`src/mcs51_data_move_unit_assert.svh`:
```
// Assertion macros for the data-move unit
`ifndef MCS51_DATA_MOVE_UNIT_ASSERT_SVH
`define MCS51_DATA_MOVE_UNIT_ASSERT_SVH
`ifndef SYNTH
// Check that cons holds in the cycle after ante
`define MDM_ASSERT_NEXT(lbl, clk, rst, ante, cons) \
  lbl: assert property (@(posedge clk) disable iff (rst) (ante) |=> (cons)) \
    else $error("data-move unit check failed");
// Check that cons holds in the same cycle as ante
`define MDM_ASSERT_NOW(lbl, clk, rst, ante, cons) \
  lbl: assert property (@(posedge clk) disable iff (rst) (ante) |-> (cons)) \
    else $error("data-move unit check failed");
`else
`define MDM_ASSERT_NEXT(lbl, clk, rst, ante, cons)
`define MDM_ASSERT_NOW(lbl, clk, rst, ante, cons)
`endif
`endif

```
`src/mdm_pkg.sv`:
```
package mdm_pkg;

  localparam logic [7:0] SFR_ACC = 8'hE0;
  localparam logic [7:0] SFR_PSW = 8'hD0;
  localparam logic [7:0] SFR_DPL = 8'h82;
  localparam logic [7:0] SFR_DPH = 8'h83;
  localparam int MEM_BYTES = 256;
  localparam int REG_BYTES = 32;
  // First address above the four register banks
  localparam logic [7:0] REG_LIMIT = 8'h20;
  localparam logic [7:0] CLEAR_LAST = 8'hFF;

  typedef enum logic [1:0] {
    ST_DONE    = 2'd0,
    ST_BAD_OP  = 2'd1,
    ST_PENDING = 2'd2,
    ST_PROTO   = 2'd3
  } status_t;

  typedef enum logic [4:0] {
    OP_NOP, OP_RN_IMM, OP_A_RN, OP_RN_A, OP_RN_DIR, OP_DIR_RN,
    OP_A_IMM, OP_A_DIR, OP_DIR_A, OP_DIR_DIR, OP_DIR_IMM,
    OP_IND_IMM, OP_A_IND, OP_IND_A, OP_IND_DIR, OP_DIR_IND,
    OP_DPTR_IMM, OP_C_BIT, OP_BIT_C, OP_MOVC_DPTR, OP_MOVC_PC, OP_BAD
  } op_kind_t;

  typedef struct packed {
    op_kind_t   kind;
    logic [1:0] cycles;
  } dec_t;

endpackage

```
`src/mdm_decode.sv`:
```
module mdm_decode (
  input  logic [7:0]   opcode,
  output mdm_pkg::dec_t dec
);

  // Classify the opcode and charge its machine cycles
  always_comb begin
    dec.kind   = mdm_pkg::OP_BAD;
    dec.cycles = 2'd0;
    case (opcode[7:3])
      5'b01111: begin dec.kind = mdm_pkg::OP_RN_IMM; dec.cycles = 2'd1; end
      5'b11101: begin dec.kind = mdm_pkg::OP_A_RN;   dec.cycles = 2'd1; end
      5'b11111: begin dec.kind = mdm_pkg::OP_RN_A;   dec.cycles = 2'd1; end
      5'b10101: begin dec.kind = mdm_pkg::OP_RN_DIR; dec.cycles = 2'd2; end
      5'b10001: begin dec.kind = mdm_pkg::OP_DIR_RN; dec.cycles = 2'd2; end
      default: begin
        unique case (opcode)
          8'h00: begin dec.kind = mdm_pkg::OP_NOP;      dec.cycles = 2'd1; end
          8'h74: begin dec.kind = mdm_pkg::OP_A_IMM;    dec.cycles = 2'd1; end
          8'hE5: begin dec.kind = mdm_pkg::OP_A_DIR;    dec.cycles = 2'd1; end
          8'hF5: begin dec.kind = mdm_pkg::OP_DIR_A;    dec.cycles = 2'd1; end
          8'h85: begin dec.kind = mdm_pkg::OP_DIR_DIR;  dec.cycles = 2'd2; end
          8'h75: begin dec.kind = mdm_pkg::OP_DIR_IMM;  dec.cycles = 2'd2; end
          8'h76, 8'h77: begin dec.kind = mdm_pkg::OP_IND_IMM; dec.cycles = 2'd1; end
          8'hE6, 8'hE7: begin dec.kind = mdm_pkg::OP_A_IND;   dec.cycles = 2'd1; end
          8'hF6, 8'hF7: begin dec.kind = mdm_pkg::OP_IND_A;   dec.cycles = 2'd1; end
          8'hA6, 8'hA7: begin dec.kind = mdm_pkg::OP_IND_DIR; dec.cycles = 2'd2; end
          8'h86, 8'h87: begin dec.kind = mdm_pkg::OP_DIR_IND; dec.cycles = 2'd2; end
          8'h90: begin dec.kind = mdm_pkg::OP_DPTR_IMM;  dec.cycles = 2'd2; end
          8'hA2: begin dec.kind = mdm_pkg::OP_C_BIT;     dec.cycles = 2'd1; end
          8'h92: begin dec.kind = mdm_pkg::OP_BIT_C;     dec.cycles = 2'd1; end
          8'h93: begin dec.kind = mdm_pkg::OP_MOVC_DPTR; dec.cycles = 2'd2; end
          8'h83: begin dec.kind = mdm_pkg::OP_MOVC_PC;   dec.cycles = 2'd2; end
          default: begin dec.kind = mdm_pkg::OP_BAD;     dec.cycles = 2'd0; end
        endcase
      end
    endcase
  end

endmodule

```
`src/mcs51_data_move_unit.sv`:
```
// Words pass the input register, then the result register; both free as words are taken.
// Throughput: one word per cycle, unless out_stall holds the result or the clear stalls the input.
// Register banks, A, PSW and DPTR are flip-flops; all other bytes sit in a memory
// with one registered read and one write per cycle.
// Reset: synchronous, active high; the memory then clears every byte from 0 to 0xFF with the
// input stalled.
`include "mcs51_data_move_unit_assert.svh"

module mcs51_data_move_unit (
  input  logic        clk,
  input  logic        rst,
  input  logic        in_valid,
  output logic        in_stall,
  input  logic        command,
  input  logic [7:0]  opcode,
  input  logic [7:0]  operand_first,
  input  logic [7:0]  operand_second,
  input  logic [15:0] next_pc,
  input  logic [7:0]  code_byte,
  output logic        out_valid,
  input  logic        out_stall,
  output logic [1:0]  status,
  output logic [1:0]  cycles,
  output logic [15:0] code_address,
  output logic [7:0]  acc_value,
  output logic [7:0]  psw_value,
  output logic [15:0] dptr_value,
  output logic [47:0] time_total
);

  logic [7:0]    mem [mdm_pkg::MEM_BYTES];
  logic [7:0]    regs [mdm_pkg::REG_BYTES];
  logic [7:0]    acc, psw, dpl, dph;
  logic          pending;
  logic [47:0]   total;
  logic          clearing;
  logic [7:0]    clr_addr;
  mdm_pkg::dec_t dec;

  logic          s1_valid;
  logic          s1_command;
  logic [7:0]    s1_opcode, s1_first, s1_second, s1_code;
  logic [15:0]   s1_pc;
  mdm_pkg::dec_t s1_dec;
  logic [7:0]    s1_rd_addr;
  logic [7:0]    rd_q;
  logic          byp_hit;
  logic [7:0]    byp_data;

  logic          accept, adv;
  logic [7:0]    psw_fwd, ri_addr_in, ri_fwd, bb_addr_in, rd_addr_in;
  logic [7:0]    rn_addr, ri_addr, rn_val, ri_val, rd_val;
  logic [7:0]    bit_mask;
  logic          bit_val;
  logic          wen, dptr_wen, pending_next;
  logic [7:0]    waddr, wdata;
  logic [1:0]    cyc;
  logic [15:0]   caddr;
  mdm_pkg::status_t st;
  logic [47:0]   total_next;
  logic [7:0]    acc_next, psw_next, dpl_next, dph_next;

  mdm_decode u_decode (
    .opcode (opcode),
    .dec    (dec)
  );

  assign adv      = s1_valid && !(out_valid && out_stall);
  assign in_stall = clearing || (s1_valid && !adv);
  assign accept   = in_valid && !in_stall;

  // Pick the byte address the incoming word reads, with the retiring write applied
  always_comb begin
    psw_fwd    = (adv && wen && waddr == mdm_pkg::SFR_PSW) ? wdata : psw;
    ri_addr_in = {3'b000, psw_fwd[4:3], 2'b00, opcode[0]};
    ri_fwd     = (adv && wen && waddr == ri_addr_in) ? wdata : regs[ri_addr_in[4:0]];
    bb_addr_in = operand_first[7] ? {operand_first[7:3], 3'b000}
                                  : {4'b0010, operand_first[6:3]};
    case (dec.kind) inside
      mdm_pkg::OP_A_IND, mdm_pkg::OP_DIR_IND: rd_addr_in = ri_fwd;
      mdm_pkg::OP_C_BIT, mdm_pkg::OP_BIT_C:   rd_addr_in = bb_addr_in;
      default:                                rd_addr_in = operand_first;
    endcase
  end

  // Fetch the operands of the word in the input register
  always_comb begin
    rn_addr = {3'b000, psw[4:3], s1_opcode[2:0]};
    ri_addr = {3'b000, psw[4:3], 2'b00, s1_opcode[0]};
    rn_val  = regs[rn_addr[4:0]];
    ri_val  = regs[ri_addr[4:0]];
    if (s1_rd_addr < mdm_pkg::REG_LIMIT) begin
      rd_val = regs[s1_rd_addr[4:0]];
    end else if (s1_rd_addr == mdm_pkg::SFR_ACC) begin
      rd_val = acc;
    end else if (s1_rd_addr == mdm_pkg::SFR_PSW) begin
      rd_val = psw;
    end else if (s1_rd_addr == mdm_pkg::SFR_DPL) begin
      rd_val = dpl;
    end else if (s1_rd_addr == mdm_pkg::SFR_DPH) begin
      rd_val = dph;
    end else if (byp_hit) begin
      rd_val = byp_data;
    end else begin
      rd_val = rd_q;
    end
    bit_mask = 8'd1 << s1_first[2:0];
    bit_val  = |(rd_val & bit_mask);
  end

  // Execute the word: pick the write, status and charged cycles
  always_comb begin
    wen          = 1'b0;
    dptr_wen     = 1'b0;
    waddr        = mdm_pkg::SFR_ACC;
    wdata        = 8'd0;
    cyc          = 2'd0;
    caddr        = 16'd0;
    st           = mdm_pkg::ST_DONE;
    pending_next = pending;
    if (s1_command) begin
      if (!pending) begin
        st = mdm_pkg::ST_PROTO;
      end else begin
        wen          = 1'b1;
        wdata        = s1_code;
        pending_next = 1'b0;
      end
    end else if (pending) begin
      st = mdm_pkg::ST_PROTO;
    end else begin
      cyc = s1_dec.cycles;
      unique case (s1_dec.kind)
        mdm_pkg::OP_NOP: ;
        mdm_pkg::OP_RN_IMM: begin
          wen = 1'b1; waddr = rn_addr; wdata = s1_first;
        end
        mdm_pkg::OP_A_RN: begin
          wen = 1'b1; wdata = rn_val;
        end
        mdm_pkg::OP_RN_A: begin
          wen = 1'b1; waddr = rn_addr; wdata = acc;
        end
        mdm_pkg::OP_RN_DIR: begin
          wen = 1'b1; waddr = rn_addr; wdata = rd_val;
        end
        mdm_pkg::OP_DIR_RN: begin
          wen = 1'b1; waddr = s1_first; wdata = rn_val;
        end
        mdm_pkg::OP_A_IMM: begin
          wen = 1'b1; wdata = s1_first;
        end
        mdm_pkg::OP_A_DIR: begin
          wen = 1'b1; wdata = rd_val;
        end
        mdm_pkg::OP_DIR_A: begin
          wen = 1'b1; waddr = s1_first; wdata = acc;
        end
        mdm_pkg::OP_DIR_DIR: begin
          wen = 1'b1; waddr = s1_second; wdata = rd_val;
        end
        mdm_pkg::OP_DIR_IMM: begin
          wen = 1'b1; waddr = s1_first; wdata = s1_second;
        end
        mdm_pkg::OP_IND_IMM: begin
          wen = 1'b1; waddr = ri_val; wdata = s1_first;
        end
        mdm_pkg::OP_A_IND: begin
          wen = 1'b1; wdata = rd_val;
        end
        mdm_pkg::OP_IND_A: begin
          wen = 1'b1; waddr = ri_val; wdata = acc;
        end
        mdm_pkg::OP_IND_DIR: begin
          wen = 1'b1; waddr = ri_val; wdata = rd_val;
        end
        mdm_pkg::OP_DIR_IND: begin
          wen = 1'b1; waddr = s1_first; wdata = rd_val;
        end
        mdm_pkg::OP_DPTR_IMM: dptr_wen = 1'b1;
        mdm_pkg::OP_C_BIT: begin
          wen = 1'b1; waddr = mdm_pkg::SFR_PSW; wdata = {bit_val, psw[6:0]};
        end
        mdm_pkg::OP_BIT_C: begin
          wen   = 1'b1;
          waddr = s1_rd_addr;
          wdata = psw[7] ? (rd_val | bit_mask) : (rd_val & ~bit_mask);
        end
        mdm_pkg::OP_MOVC_DPTR: begin
          caddr = {8'd0, acc} + {dph, dpl};
          st = mdm_pkg::ST_PENDING; pending_next = 1'b1;
        end
        mdm_pkg::OP_MOVC_PC: begin
          caddr = {8'd0, acc} + s1_pc;
          st = mdm_pkg::ST_PENDING; pending_next = 1'b1;
        end
        default: st = mdm_pkg::ST_BAD_OP;
      endcase
    end
    total_next = total + {46'd0, cyc};
  end

  // Forward the write to the architectural registers shown in the result
  always_comb begin
    acc_next = (wen && waddr == mdm_pkg::SFR_ACC) ? wdata : acc;
    psw_next = (wen && waddr == mdm_pkg::SFR_PSW) ? wdata : psw;
    dpl_next = dptr_wen ? s1_second :
               ((wen && waddr == mdm_pkg::SFR_DPL) ? wdata : dpl);
    dph_next = dptr_wen ? s1_first :
               ((wen && waddr == mdm_pkg::SFR_DPH) ? wdata : dph);
  end

  // Update the register banks and the architectural registers
  always_ff @(posedge clk) begin
    if (rst) begin
      acc <= 8'd0;
      psw <= 8'd0;
      dpl <= 8'd0;
      dph <= 8'd0;
      for (int i = 0; i < mdm_pkg::REG_BYTES; i++) regs[i] <= 8'd0;
    end else if (adv) begin
      acc <= acc_next;
      psw <= psw_next;
      dpl <= dpl_next;
      dph <= dph_next;
      if (wen && waddr < mdm_pkg::REG_LIMIT) regs[waddr[4:0]] <= wdata;
    end
  end

  // Step the clearing pass after reset
  always_ff @(posedge clk) begin
    if (rst) begin
      clearing <= 1'b1;
      clr_addr <= 8'd0;
    end else if (clearing) begin
      clr_addr <= clr_addr + 8'd1;
      if (clr_addr == mdm_pkg::CLEAR_LAST) clearing <= 1'b0;
    end
  end

  // Write one byte and read one byte of the memory per cycle
  always_ff @(posedge clk) begin
    if (clearing) begin
      mem[clr_addr] <= 8'd0;
    end else if (adv && wen) begin
      mem[waddr] <= wdata;
    end
    if (accept) rd_q <= mem[rd_addr_in];
  end

  // Load the input register, noting a write that lands with the read
  always_ff @(posedge clk) begin
    if (rst) begin
      s1_valid <= 1'b0;
    end else if (accept) begin
      s1_valid <= 1'b1;
    end else if (adv) begin
      s1_valid <= 1'b0;
    end
  end

  always_ff @(posedge clk) begin
    if (accept) begin
      s1_command <= command;
      s1_opcode  <= opcode;
      s1_first   <= operand_first;
      s1_second  <= operand_second;
      s1_pc      <= next_pc;
      s1_code    <= code_byte;
      s1_dec     <= dec;
      s1_rd_addr <= rd_addr_in;
      byp_hit    <= adv && wen && (waddr == rd_addr_in);
      byp_data   <= wdata;
    end
  end

  // Hold control state: pending request, cycle total, result valid
  always_ff @(posedge clk) begin
    if (rst) begin
      pending   <= 1'b0;
      total     <= 48'd0;
      out_valid <= 1'b0;
    end else begin
      if (adv) begin
        pending   <= pending_next;
        total     <= total_next;
        out_valid <= 1'b1;
      end else if (!out_stall) begin
        out_valid <= 1'b0;
      end
    end
  end

  // Load the result word
  always_ff @(posedge clk) begin
    if (adv) begin
      status       <= st;
      cycles       <= cyc;
      code_address <= caddr;
      acc_value    <= acc_next;
      psw_value    <= psw_next;
      dptr_value   <= {dph_next, dpl_next};
      time_total   <= total_next;
    end
  end

  `MDM_ASSERT_NEXT(a_pend_kept, clk, rst, adv && !s1_command && pending, pending)
  `MDM_ASSERT_NEXT(a_pend_done, clk, rst, adv && s1_command && pending, !pending)
  `MDM_ASSERT_NEXT(a_movc_sets, clk, rst, adv && st == mdm_pkg::ST_PENDING, pending && cycles == 2'd2)
  `MDM_ASSERT_NOW(a_bad_free, clk, rst, out_valid && status != mdm_pkg::ST_DONE && status != mdm_pkg::ST_PENDING, cycles == 2'd0)

endmodule

```
`config.mk`:
```
export PLATFORM = sky130hd
export DESIGN_NAME = mcs51_data_move_unit
export DESIGN_NICKNAME = d
export VERILOG_FILES = /design/src/mdm_pkg.sv /design/src/mdm_decode.sv /design/src/mcs51_data_move_unit.sv
export VERILOG_INCLUDE_DIRS = /design/src /design/src/src
export SDC_FILE = /design/constraint.sdc
export NUM_CORES = 2
export LEC_CHECK = 0
export ABC_CLOCK_PERIOD_IN_PS = 13750
export BUFFER_PORTS_ARGS = -buffer_cell sky130_fd_sc_hd__buf_2
export CORE_UTILIZATION = 45
export CTS_BUF_LIST = sky130_fd_sc_hd__clkbuf_4 sky130_fd_sc_hd__clkbuf_8
export DETAILED_ROUTE_END_ITERATION = 16
export SYNTH_ARGS = -nofsm -noshare
export SYNTH_HDL_FRONTEND = slang
export SYNTH_SLANG_ARGS = --single-unit
```
`constraint.sdc`:
```
create_clock -name clk -period 13.75 [get_ports clk]
set_input_delay 1.375 -clock clk [delete_from_list [all_inputs] [get_ports clk]]
set_output_delay 1.375 -clock clk [all_outputs]
set_load 0.01 [all_outputs]
```
==> impl_metrics.xml <==
<?xml version="1.0" encoding="UTF-8"?>
<metrics>
  <group name="outcome">
    <metric name="status" unit="">completed</metric>
  </group>
  <group name="worst_setup_path">
    <metric name="cp-end-kind" unit="">register</metric>
    <metric name="path_delay_family" unit="">compound AO/OA/AOI/OAI gates</metric>
    <metric name="path_cells" unit="">buf_4 -&gt; mux4_2 -&gt; mux2_2 -&gt; a22oi_1 -&gt; a31oi_1 -&gt; a2111oi_0 -&gt; o21ai_0 -&gt; mux2i_1 -&gt; a222oi_1 -&gt; a211oi_4 -&gt; buf_4 -&gt; o21ai_4 -&gt; inv_8 -&gt; buf_12 -&gt; buf_4 -&gt; mux2i_1 -&gt; mux2i_1 -&gt; a211oi_1 -&gt; a21oi_1 -&gt; o41ai_1 -&gt; o2111ai_1</metric>
    <metric name="arrival" unit="ns">11.42</metric>
    <metric name="critical_path_class" unit="">reg2reg</metric>
    <metric name="critical_path.max_fanout" unit="">133</metric>
    <metric name="cpPeakStageDelay" unit="ns">1.17</metric>
    <metric name="critPathRequiredTime" unit="ns">14.50</metric>
    <metric name="critPathSlowestCell" unit="">sky130_fd_sc_hd__o41ai_1</metric>
    <metric name="startpoint_type" unit="">register</metric>
    <metric name="cp_num_buf_inv" unit="">5</metric>
  </group>
  <group name="routing">
    <metric name="routedWlPerCell" unit="um">29.26</metric>
    <metric name="antenna_nets_post_route" unit="">0</metric>
    <metric name="route.final.wire_length" unit="um">325800</metric>
    <metric name="viasPerCell" unit="">6.118</metric>
    <metric name="starting_drc_count_in_detailed_routing" unit="">7861</metric>
    <metric name="drt-pass1-iter-count" unit="">7</metric>
    <metric name="via_count" unit="">68120</metric>
    <metric name="remaining_drc_errors" unit="">0</metric>
  </group>
  <group name="timing">
    <metric name="worst_slew_margin_rel" unit="%">10.63</metric>
    <metric name="period_share" unit="%">77.59</metric>
    <metric name="grt_setup_unrepaired" unit="">false</metric>
    <metric name="setup_tns" unit="ns">0</metric>
    <metric name="final.setup_skew" unit="ns">0.1196</metric>
    <metric name="tightest_slew" unit="ns">1.323</metric>
    <metric name="fmax" unit="MHz">93.74</metric>
    <metric name="min_clock_period_post_route" unit="ns">10.67</metric>
    <metric name="report.final.setup_viol" unit="">0</metric>
    <metric name="finalHoldViolCount" unit="">0</metric>
    <metric name="timing_max_transition_violations_final" unit="">0</metric>
  </group>
  <group name="clock_network">
    <metric name="clockRootBuffer" unit="">sky130_fd_sc_hd__clkbuf_8</metric>
    <metric name="cts-root-to-sink-buffers" unit="">4</metric>
    <metric name="cts.sinks" unit="">2577</metric>
    <metric name="clock_tree.htree_level_count" unit="">5</metric>
    <metric name="cts_setup_buffers" unit="">0</metric>
    <metric name="cts_inserted_buffers" unit="">433</metric>
    <metric name="worstSkewPairLatency" unit="ns">1.13</metric>
    <metric name="postCtsHoldBufs" unit="">0</metric>
    <metric name="cts_resized" unit="">0</metric>
    <metric name="tritoncts" unit="">done</metric>
    <metric name="clkTransAtPathRegs" unit="ns">0.06</metric>
  </group>
  <group name="grt">
    <metric name="grt_pass1_vias" unit="">65390</metric>
    <metric name="globalRouteTotalUtil" unit="%">26.14</metric>
    <metric name="grt_antenna_before_repair" unit="">17</metric>
    <metric name="grt_first_pass_wirelength" unit="um">465600</metric>
    <metric name="pin_count_of_the_biggest_net_entering_global_routing" unit="">225</metric>
    <metric name="grt-ovfl-total" unit="">0</metric>
  </group>
  <group name="logic_synthesis">
    <metric name="synth-warning-count" unit="">0</metric>
    <metric name="ys_top_cells_by_area" unit="">sky130_fd_sc_hd__edfxtp_1 68%, sky130_fd_sc_hd__mux2i_1 7.1%, sky130_fd_sc_hd__mux4_2 3.4%</metric>
    <metric name="synth-main-ff-cell" unit="">sky130_fd_sc_hd__edfxtp_1</metric>
    <metric name="synthCells" unit="">7377</metric>
    <metric name="synth.distinct_cells" unit="">98</metric>
    <metric name="post-synth-top-area-cell" unit="">sky130_fd_sc_hd__edfxtp_1</metric>
    <metric name="synth_nets" unit="">7443</metric>
    <metric name="synth-edff-count" unit="">2480</metric>
    <metric name="yosysMostFrequentCell" unit="">sky130_fd_sc_hd__edfxtp_1</metric>
    <metric name="fraction_of_registers_with_async_set_or_reset_after_synthesis" unit="%">0</metric>
    <metric name="synth_largest_type_area_fraction" unit="%">68.38</metric>
    <metric name="synth-seq-area-share" unit="%">70.16</metric>
    <metric name="mappedNetlistArea" unit="um^2">108900</metric>
    <metric name="synthTopCellsByCount" unit="">2480 x sky130_fd_sc_hd__edfxtp_1, 776 x sky130_fd_sc_hd__mux2i_1, 770 x sky130_fd_sc_hd__nand2_1, 719 x sky130_fd_sc_hd__nor2_1, 303 x sky130_fd_sc_hd__o22ai_1</metric>
    <metric name="ys_ff_latch" unit="">2577</metric>
    <metric name="avg_cell_area_syn" unit="um^2">14.76</metric>
  </group>
  <group name="final_layout">
    <metric name="seq_area" unit="um^2">76420</metric>
    <metric name="final_net_count" unit="">7672</metric>
    <metric name="fillerInstances" unit="">20280</metric>
    <metric name="multi_input_comb_area" unit="um^2">30260</metric>
    <metric name="area_growth" unit="%">11.12</metric>
    <metric name="final_core_util" unit="%">50.31</metric>
    <metric name="layout-drive-gt1-share" unit="%">15.89</metric>
    <metric name="instances_no_fill" unit="">11140</metric>
  </group>
  <group name="floorplanning">
    <metric name="die_area" unit="um^2">244000</metric>
    <metric name="fp.coreArea" unit="um^2">240500</metric>
    <metric name="die_w" unit="um">494.0</metric>
    <metric name="placementRows" unit="">180</metric>
    <metric name="design.portCount" unit="">155</metric>
    <metric name="floorplan.die.height" unit="um">494.0</metric>
    <metric name="starting_density" unit="%">45.28</metric>
  </group>
  <group name="min_path">
    <metric name="path_type_of_the_worst_min_delay_path" unit="">reg2reg</metric>
  </group>
  <group name="pwr">
    <metric name="worst_ir_drop_vdd" unit="mV">0.1070</metric>
    <metric name="power.static_leakage" unit="nW">41.65</metric>
    <metric name="power_density" unit="nW/um^2">130.9</metric>
  </group>
  <group name="job">
    <metric name="maxCapViolCount" unit="">0</metric>
  </group>
  <group name="placed_design">
    <metric name="dp_hpwl" unit="um">196400</metric>
    <metric name="gpl.final_weighted_congestion" unit="">0.9117</metric>
    <metric name="port_buffers" unit="">154</metric>
    <metric name="dpl.cell_count" unit="">10360</metric>
  </group>
</metrics>
state kept, by name, indices dropped and copies added (netlist names), 16 cells and up, named ones only:
register / count
code_address: 16
time_total: 48
s1_pc: 16
total: 48
regs: 256
dptr_value: 16
mem: 2048
worst register-to-register path, stage by stage, from the launching register on:
cell and delay [ns]:
sky130_fd_sc_hd__edfxtp_1 1.11, sky130_fd_sc_hd__buf_4 0.69, sky130_fd_sc_hd__mux4_2 0.60, sky130_fd_sc_hd__mux2_2 0.29
sky130_fd_sc_hd__a22oi_1 0.25, sky130_fd_sc_hd__a31oi_1 0.18, sky130_fd_sc_hd__a2111oi_0 0.38, sky130_fd_sc_hd__o21ai_0 0.25
sky130_fd_sc_hd__mux2i_1 0.95, sky130_fd_sc_hd__a222oi_1 0.43, sky130_fd_sc_hd__a211oi_4 0.36, sky130_fd_sc_hd__buf_4 0.44
sky130_fd_sc_hd__o21ai_4 0.19, sky130_fd_sc_hd__inv_8 0.59, sky130_fd_sc_hd__buf_12 0.63, sky130_fd_sc_hd__buf_4 0.77
sky130_fd_sc_hd__mux2i_1 0.28, sky130_fd_sc_hd__mux2i_1 0.10, sky130_fd_sc_hd__a211oi_1 0.32, sky130_fd_sc_hd__a21oi_1 0.13
sky130_fd_sc_hd__o41ai_1 1.17, sky130_fd_sc_hd__o2111ai_1 0.23
cell families after synthesis:
logic type               after synthesis  synth area share [%]
AO/OA/AOI/OAI                       1211                 7.657
XOR/XNOR                             111                0.8995
adder cells (fa/ha/maj)               13                0.1631
buffers and inverters                532                 2.360
flip-flops                          2577                 70.16
multiplexers                         992                 11.06
AND/OR/NAND/NOR                     1941                 7.695
worst paths after layout:
path / start / to / slack [ns] / depth (start not counted)
max: s1_opcode[0]$_DFFE_PP_ / rd_q[2]$_DFFE_PP_ / 3.08 / 21
min: total[0]$_SDFFE_PP0P_ / total[0]$_SDFFE_PP0P_ / 0.47 / 2
max reg2reg: s1_opcode[0]$_DFFE_PP_ / rd_q[2]$_DFFE_PP_ / 3.08 / 21
min reg2reg: total[0]$_SDFFE_PP0P_ / total[0]$_SDFFE_PP0P_ / 0.47 / 2
metal layers:
layer  wire, um  vias up  part of all wire (%)  GRT usage [%]
met2     150300     3615                    46          40.61
met1     133500    34690                    41          36.69
met5         60        -                 0.018              0
li1           -    29140                     -              -
met4      12220       12                   3.8          9.915
met3      29650      667                   9.1          4.702
placed cells by master, fill, tap and decap left out, types with 28 or more instances in the layout:
cell / instances
sky130_fd_sc_hd__edfxtp_1: 2480
sky130_fd_sc_hd__buf_2: 153
sky130_fd_sc_hd__nor3_1: 49
sky130_fd_sc_hd__and3_1: 102
sky130_fd_sc_hd__nand2_1: 754
sky130_fd_sc_hd__nor2b_1: 28
sky130_fd_sc_hd__o211ai_1: 32
sky130_fd_sc_hd__o21ai_0: 98
sky130_fd_sc_hd__clkbuf_8: 451
sky130_fd_sc_hd__a211oi_1: 81
sky130_fd_sc_hd__mux4_2: 164
sky130_fd_sc_hd__o41ai_1: 32
sky130_fd_sc_hd__nand2b_1: 45
sky130_fd_sc_hd__xor2_1: 63
sky130_fd_sc_hd__nor2_1: 707
sky130_fd_sc_hd__dfxtp_1: 94
sky130_fd_sc_hd__inv_1: 29
sky130_fd_sc_hd__clkinv_1: 103
sky130_fd_sc_hd__clkinv_2: 52
sky130_fd_sc_hd__mux2i_1: 776
sky130_fd_sc_hd__clkbuf_4: 147
sky130_fd_sc_hd__a311oi_1: 38
sky130_fd_sc_hd__a21oi_1: 272
sky130_fd_sc_hd__xnor2_1: 47
sky130_fd_sc_hd__a2111oi_0: 33
sky130_fd_sc_hd__mux2_2: 46
sky130_fd_sc_hd__nand3_1: 80
sky130_fd_sc_hd__o22ai_1: 303
sky130_fd_sc_hd__buf_4: 121
area by class of cell:
cell class                 instances  share of cell area [%]
sequential                      2577                   63.15
multi-input combinational       4268                   25.01
clock buffer                     598                   6.041
tap                             3185                   3.293
timing repair buffer             289                   1.631
clock inverter                   168                  0.7206
inverter                          37                  0.1323
antenna                           13                 0.02688
stage by stage:
step           hold WS, ns  instance area, um^2  worst slack [ns]  total power, mW
2_1_floorplan       0.4406               108900             2.694            9.145
3_3_place_gp        0.4479               112700             2.171            9.410
3_5_place_dp        0.4616               112800             3.112            9.418
4_1_cts             0.3993               121000             3.324            15.91
5_1_grt             0.4189               121000             2.693            16.27
6_report            0.4692               121000             3.082            15.84
power breakdown:
part	switching (mW)	internal [mW]
Clock	3.06	3.51
Combinational	0.495	0.223
Sequential	0.0263	8.52
Note: power is estimated with default switching activity, not from simulation.
